`src/ssg_pkg.sv`:
```
// shared types, constants and codes of the spectral suppression gain core
// no dependencies
package ssg_pkg;

  localparam int unsigned MAX_HALF_SIZE_DEF = 2048;
  localparam int unsigned IDX_W = 12;
  localparam int unsigned GAIN_W = 16;
  localparam int unsigned QBITS = 30;
  localparam int unsigned DEN_W = 72;
  localparam int unsigned ROOT_W = QBITS / 2;
  localparam int unsigned CFG_IDX_W = 4;
  localparam int unsigned CFG_DATA_W = 12;
  localparam logic [GAIN_W-1:0] UNITY = 16'h8000;
  localparam logic [IDX_W-1:0] HALF_SIZE_RST = 12'd1024;

  typedef enum logic [CFG_IDX_W-1:0] {
    CFG_RULE_MODE = 4'd0,
    CFG_HALF_SIZE = 4'd1
  } cfg_reg_t;

  typedef enum logic [2:0] {
    RULE_WIENER  = 3'd0,
    RULE_POWER   = 3'd1,
    RULE_MAGN    = 3'd2,
    RULE_GATE    = 3'd3,
    RULE_GENERAL = 3'd4
  } rule_t;

  // how the final gain is formed: directly, or from the quotient or its root
  typedef enum logic [1:0] {
    POST_DIRECT = 2'd0,
    POST_QUOT   = 2'd1,
    POST_ROOT   = 2'd2,
    POST_COMP   = 2'd3
  } post_t;

  typedef struct packed {
    logic [IDX_W-1:0] bin_index;
    logic [31:0]      bin_power;
    logic [31:0]      noise_level;
    logic [15:0]      over_factor;
    logic [15:0]      floor_factor;
  } in_item_t;

  typedef struct packed {
    logic [IDX_W-1:0]  out_index;
    logic [GAIN_W-1:0] gain;
    logic              last_of_item;
  } out_item_t;

  // control that rides along the arithmetic pipeline
  typedef struct packed {
    post_t             post;
    logic [GAIN_W-1:0] dgain;
    logic [IDX_W-1:0]  idx;
    logic [IDX_W-1:0]  mirror;
    logic              two;
  } side_t;

endpackage

```
`src/ssg_sqrt.sv`:
```
// pipelined digit-by-digit square root, one root bit per stage
// depends on ssg_pkg
module ssg_sqrt (
  input  logic                       clk,
  input  logic                       rst_n,
  input  logic                       en,
  input  logic                       in_vld,
  input  logic [ssg_pkg::QBITS-1:0]  in_rad,
  input  ssg_pkg::side_t             in_side,
  output logic                       out_vld,
  output logic [ssg_pkg::QBITS-1:0]  out_rad,
  output logic [ssg_pkg::ROOT_W-1:0] out_root,
  output ssg_pkg::side_t             out_side
);

  localparam int unsigned NS = ssg_pkg::ROOT_W;
  localparam int unsigned QW = ssg_pkg::QBITS;
  localparam int unsigned RW = NS + 2;

  logic           vld_r  [NS+1];
  logic [QW-1:0]  rad_r  [NS+1];
  logic [QW-1:0]  sh_r   [NS+1];
  logic [RW-1:0]  rem_r  [NS+1];
  logic [NS-1:0]  root_r [NS+1];
  ssg_pkg::side_t side_r [NS+1];
  logic [RW-1:0]  rem_nxt  [NS];
  logic [NS-1:0]  root_nxt [NS];

  always_comb begin
    logic [RW+1:0] cur;
    logic [RW+1:0] trial;
    for (int i = 0; i < NS; i++) begin
      cur   = {rem_r[i], sh_r[i][QW-1:QW-2]};
      trial = (RW+2)'({root_r[i], 2'b01});
      if (cur >= trial) begin
        rem_nxt[i]  = RW'(cur - trial);
        root_nxt[i] = {root_r[i][NS-2:0], 1'b1};
      end else begin
        rem_nxt[i]  = cur[RW-1:0];
        root_nxt[i] = {root_r[i][NS-2:0], 1'b0};
      end
    end
  end

  always_ff @(posedge clk) begin
    if (!rst_n) begin
      for (int i = 0; i <= NS; i++) vld_r[i] <= 1'b0;
    end else if (en) begin
      vld_r[0] <= in_vld;
      for (int i = 0; i < NS; i++) vld_r[i+1] <= vld_r[i];
    end
  end

  always_ff @(posedge clk) begin
    if (en) begin
      rad_r[0]  <= in_rad;
      sh_r[0]   <= in_rad;
      rem_r[0]  <= '0;
      root_r[0] <= '0;
      side_r[0] <= in_side;
      for (int i = 0; i < NS; i++) begin
        rad_r[i+1]  <= rad_r[i];
        sh_r[i+1]   <= {sh_r[i][QW-3:0], 2'b00};
        rem_r[i+1]  <= rem_nxt[i];
        root_r[i+1] <= root_nxt[i];
        side_r[i+1] <= side_r[i];
      end
    end
  end

  assign out_vld  = vld_r[NS];
  assign out_rad  = rad_r[NS];
  assign out_root = root_r[NS];
  assign out_side = side_r[NS];

endmodule

```
`config.mk`:
```
export PLATFORM = sky130hd
export DESIGN_NAME = ssg_sqrt
export DESIGN_NICKNAME = d
export VERILOG_FILES = /design/src/ssg_pkg.sv /design/src/ssg_sqrt.sv
export SDC_FILE = /design/constraint.sdc
export NUM_CORES = 1
export LEC_CHECK = 0
export BUFFER_PORTS_ARGS = -buffer_cell sky130_fd_sc_hd__buf_2
export CORE_AREA = 2 2 313 315
export CTS_CLUSTER_SIZE = 16
export DETAILED_ROUTE_END_ITERATION = 7
export DIE_AREA = 0 0 315 317
export PLACE_DENSITY_LB_ADDON = 0.1
export SLEW_MARGIN = 20
export SYNTH_ARGS = -nofsm -noshare
export SYNTH_HDL_FRONTEND = slang
export SYNTH_SLANG_ARGS = --single-unit
```
`constraint.sdc`:
```
create_clock -name clk -period 4.8 [get_ports clk]
set_input_delay 0.24 -clock clk [delete_from_list [all_inputs] [get_ports clk]]
set_output_delay 0.24 -clock clk [all_outputs]
set_load 0.02 [all_outputs]
```
Yosys cells after proc, flatten, opt, wreduce, memory -nomap -nowiden
Memories as Yosys holds them, arrays and structs flattened.
Index checks and enable logic that the tools add are counted.

word-level totals
  RAM bits = 2176
  output and inout port bits = 89
  input port bits = 77
  bits in latches = 0
  ROM bits = 0
  bits in registers = 0
  memories = 6
  word-level logic and storage cells = 103

cells by class
  equality and inequality tests = 0
  divide/modulo/power cells = 0
  mux-type cells = 51
  reduce and logical (&&, ||, !) cells = 0
  magnitude comparators = 15
  shift-type cells = 0
  $add $sub $neg = 15
  bitwise gates (word level) = 16
  $mul = 0

memories
  memory  words  width  read ports  clocked after memory_dff  wr ports  line            source
  side_r  16     43     16          0                         16        ssg_sqrt.sv:25  ssg_pkg::side_t side_r [NS+1];
  rad_r   16     30     16          0                         16        ssg_sqrt.sv:21  logic [QW-1:0] rad_r [NS+1];
  sh_r    16     30     15          0                         16        ssg_sqrt.sv:22  logic [QW-1:0] sh_r [NS+1];
  rem_r   16     17     15          0                         16        ssg_sqrt.sv:23  logic [RW-1:0] rem_r [NS+1];
  root_r  16     15     16          0                         16        ssg_sqrt.sv:24  logic [NS-1:0] root_r [NS+1];
  vld_r   16     1      16          0                         16        ssg_sqrt.sv:20  logic vld_r [NS+1];

operator list
  operator          count
  $ge A19 B17 Y1    15
  $mux W17          15
  $sub A17 B17 Y17  15
  $mux W1           36
  $or A1 B1 Y1      16

Depth between registers and ports, before layout
  depth in word-level cells = 4
  depth in mapped cells = 10
  mapped depth without buffers = 8

Worst setup path before layout
OpenSTA, ideal clock, no wires.

  path type = flip-flop to flip-flop
  start point = memory rem_r[1][17] in the netlist's numbering
  end point = memory rem_r[1][38] in the netlist's numbering (data pin)
  arrival = 2.307 ns
  buffers on the path = 1
  stages on the path, launching flop included = 9
  path slack = 2.233 ns
  path through = edfxtp_1 -> ha_1 -> or3_1 -> o22ai_1 -> o21a_1 -> o221a_2 -> and2b_1 -> buf_2 -> mux2_2

RTL lines
  what         line
  from (decl)  ssg_sqrt.sv:23

==> summary.txt <==
Clock tree
  • CTS sink cnt: 1,524
  • Cts hold-fix bufs: 76
  • Clock root cell: clkbuf_16
  • # resized after CTS: 0
  • H-tree lvl count: 4
  • Cts bufs inserted: 152
  • Latest clock arrival within the worst-skew pair: 720 ps
  • CTS tree: yes
  • Worst-path clk slew: 60 ps
  • # Post-CTS Setup Buffers: 0
  • Max clock buf depth: 3

Pwr
  • Sw power: 0.006226 W
  • Peak supply drop: 299.7 uV
  • Switching Share: 0.2111
  • Clk pwr share: 0.381
  • Cell-internal power: 0.02327 W
  • Leakage: 22.91 nW
  • Reg power frac: 0.550
  • Combinational Power Share: 0.069
  • Power density cells: 466.6 nW/um^2

Critical path
  • Crit-path max FO: 18
  • Critical Path RT: 5270 ps
  • CP startpoint kind: register
  • Slowest cell on crit path: a31oi_1
  • R2r worst-path depth: 7
  • Crit path capture type: register
  • Setup CP Type: reg -> reg
  • R2r setup slk: 1620 ps
  • RR Startpoint: rem_r[1][78]
  • Arrival @ worst endpoint: 3650 ps
  • Cells along the critical path: ha_1, a21o_1, a211oi_1, o311ai_0, a31oi_1, buf_4, mux2_2
  • Crit path largest cell delay: 660 ps
  • Worst r2r dst: rem_r[1][88]

Min path
  • Hold Crit Depth: 1
  • Type of the worst min-delay path: in -> reg
  • Worst Hold Launch: en
  • WHS Endpoint: side_r[0][83]

Global route
  • Total congestion overflow: 0
  • GR peak layer: met2
  • Vias in the first global route: 25,305
  • Global-route usage over all layers: 0.1620
  • Met3 GRT Util: 0.03430
  • Initial antenna violation count: 0
  • Met2 Usage GRT: 0.2763
  • Routing usage on met1: 0.2040
  • First-pass GRT wire length: 128.5 mm
  • Largest net degree at the start of global routing: 140

Detailed routing
  • Vias: 24,915
  • Antenna viol nets, final: 0
  • Detailed-route wire length: 79.87 mm
  • Avg Vias per Cell: 5.275
  • Wirelength per Cell: 16.91 um
  • DRC: 0
  • First DRT Iteration DRCs: 1,820
  • DRT Pass-1 Iters: 7

Job
  • Max Cap Viol: 0

Synthesis
  • Area leader, netlist: edfxtp_1
  • Synth cell types: 86
  • EDFF count, synth: 1,523
  • Syn avg cell area: 18.47 sq um
  • Post-synth top flop: edfxtp_1
  • Ys Warns: 0
  • Sequential fraction of the synthesis area: 0.8240
  • Async SR Flop Fraction: 0
  • Syn nets: 3,218
  • Post-synth top area share: 0.8236
  • Top cells by area, synth: edfxtp_1, ha_1, xnor2_1
  • Flops & latches, synth: 1,524
  • Post-Synthesis Cells: 3,006
  • Synth Cell Area: 55,530 sq um
  • Top post-synthesis cells by count: edfxtp_1, inv_1, ha_1, nor2_1, a21oi_1
  • Most frequent cell after synthesis: edfxtp_1

Timing
  • F_max: 314.5 MHz
  • Normalized max-slew margin: 0.4353
  • Least-Margin Pin Slew: 847.0 ps
  • Tmin final: 3179 ps
  • Final worst-path cycle share: 0.6624
  • Slew Viols, Final: 0
  • Setup Viol. Count Final: 0
  • RSZ-0062 raised after global routing: no
  • Hold Fails Final Rpt: 0
  • Setup_tns: 0 ps
  • Layout Skew: 20.18 ps

Cells and area
  • Area Growth Syn to Fin: 13.83%
  • Layout cells sized above 1: 0.1329
  • Fillers: 6,465
  • Sequential Area: 45,750 sq um
  • Final instance area: 63,210 sq um
  • Area of the multi-input gates: 8421 sq um
  • Fin nets: 3,543

Place
  • RD Place Congestion: 0.8844
  • # port buffers: 165
  • Placed cell areas: 57,650 sq um
  • Hpwl dp: 49.74 mm

Floorplanning
  • Initial Utilization: 0.5767
  • Core Rows: 114
  • Die X: 315 um
  • Die Y: 317 um
  • # IOs: 166
  • Die ar.: 99,860 sq um
  • Core area: 96,280 sq um

Outcome
  • Outcome: completed
critical path: cells and delay by family (launching register included):
family / cells / cell delay, ps
compound gates: 4 / 1450
fa+ha+maj: 1 / 340
buf+inv: 1 / 360
flops: 1 / 390
mux: 1 / 370
routing by layer:
layer,up-vias,part of all wire
met5,-,0
met4,0,0.029
met3,180,0.041
met2,470,0.51
met1,12181,0.42
li1,12084,-
worst max-delay path by stage:
| stage | cells past startpoint | start | slack, ps | to |
|---|---|---|---|---|
| after detailed placement | 8 | root_r[1][70] | 1650 | rem_r[1][88] |
| after CTS | 8 | root_r[1][70] | 1620 | rem_r[1][88] |
| final | 7 | rem_r[1][78] | 1620 | rem_r[1][88] |
| after global routing | 7 | rem_r[1][78] | 1360 | rem_r[1][88] |
| after global placement | 8 | root_r[1][70] | 1640 | rem_r[1][88] |
| after floorplan | 8 | rem_r[1][17] | 2230 | rem_r[1][38] |
state kept, by name (all words and copies together) (netlist names):
signal / flops
side_r: 688
rad_r: 480
rem_r: 220
root_r: 120
vld_r: 16
logic make-up (layout without fill, tap and decap cells):
logic type	Yosys count	count (layout)	synth area share
other	1	2	0.00006753
xor gates and xnor gates	153	153	0.02413
muxes	38	38	0.007413
DFF	1524	1524	0.8240
adders and majority gates	135	135	0.03042
AOI/OAI and AO/OA	375	375	0.04308
buffers and inverters	283	723	0.02438
and+or+nand+nor	497	497	0.04653
power groups by stage:
stage                     registers (W)  clock network (W)  logic (W)
after floorplan                  0.0163                  0    0.00134
after global placement           0.0165                  0    0.00194
after detailed placement         0.0165                  0    0.00198
after CTS                        0.0162             0.0116    0.00204
after global routing             0.0163             0.0121    0.00228
final                            0.0162             0.0112    0.00203
cell usage in the layout (no fill, tap or decap), types with 76 or more instances in the layout:
master	count
xnor2_1	78
ha_1	135
nor2_1	125
o21ai_0	93
a21oi_1	109
inv_1	173
nand2_1	97
edfxtp_1	1523
dlygate4sd3_1	76
buf_2	164
clkbuf_16	162
cell type report:
cell class	instances	share of cell area
sequential	1524	0.7239
multi-input combinational	1199	0.1332
clock buffer	199	0.06634
timing repair buffer	280	0.03136
tap	1276	0.02526
inverter	174	0.01033
clock inverter	70	0.009561
antenna	1	0.00003959
metrics by stage:
step | setup WS (ps) | utilization | instances | hold slack, ps | total power, W
floorplan | 2233 | - | 3006 | 338.9 | 0.01768
global placement | 1643 | 0.5987 | 4377 | 400.3 | 0.01840
detailed placement | 1649 | 0.5987 | 4377 | 404.5 | 0.01849
CTS | 1615 | 0.6565 | 4722 | 4.213 | 0.02989
global route | 1361 | 0.6565 | 4722 | 53.26 | 0.03072
finish | 1621 | 0.6565 | 4723 | 64.35 | 0.02949
No activity file was read; power rests on OpenSTA's default activity.
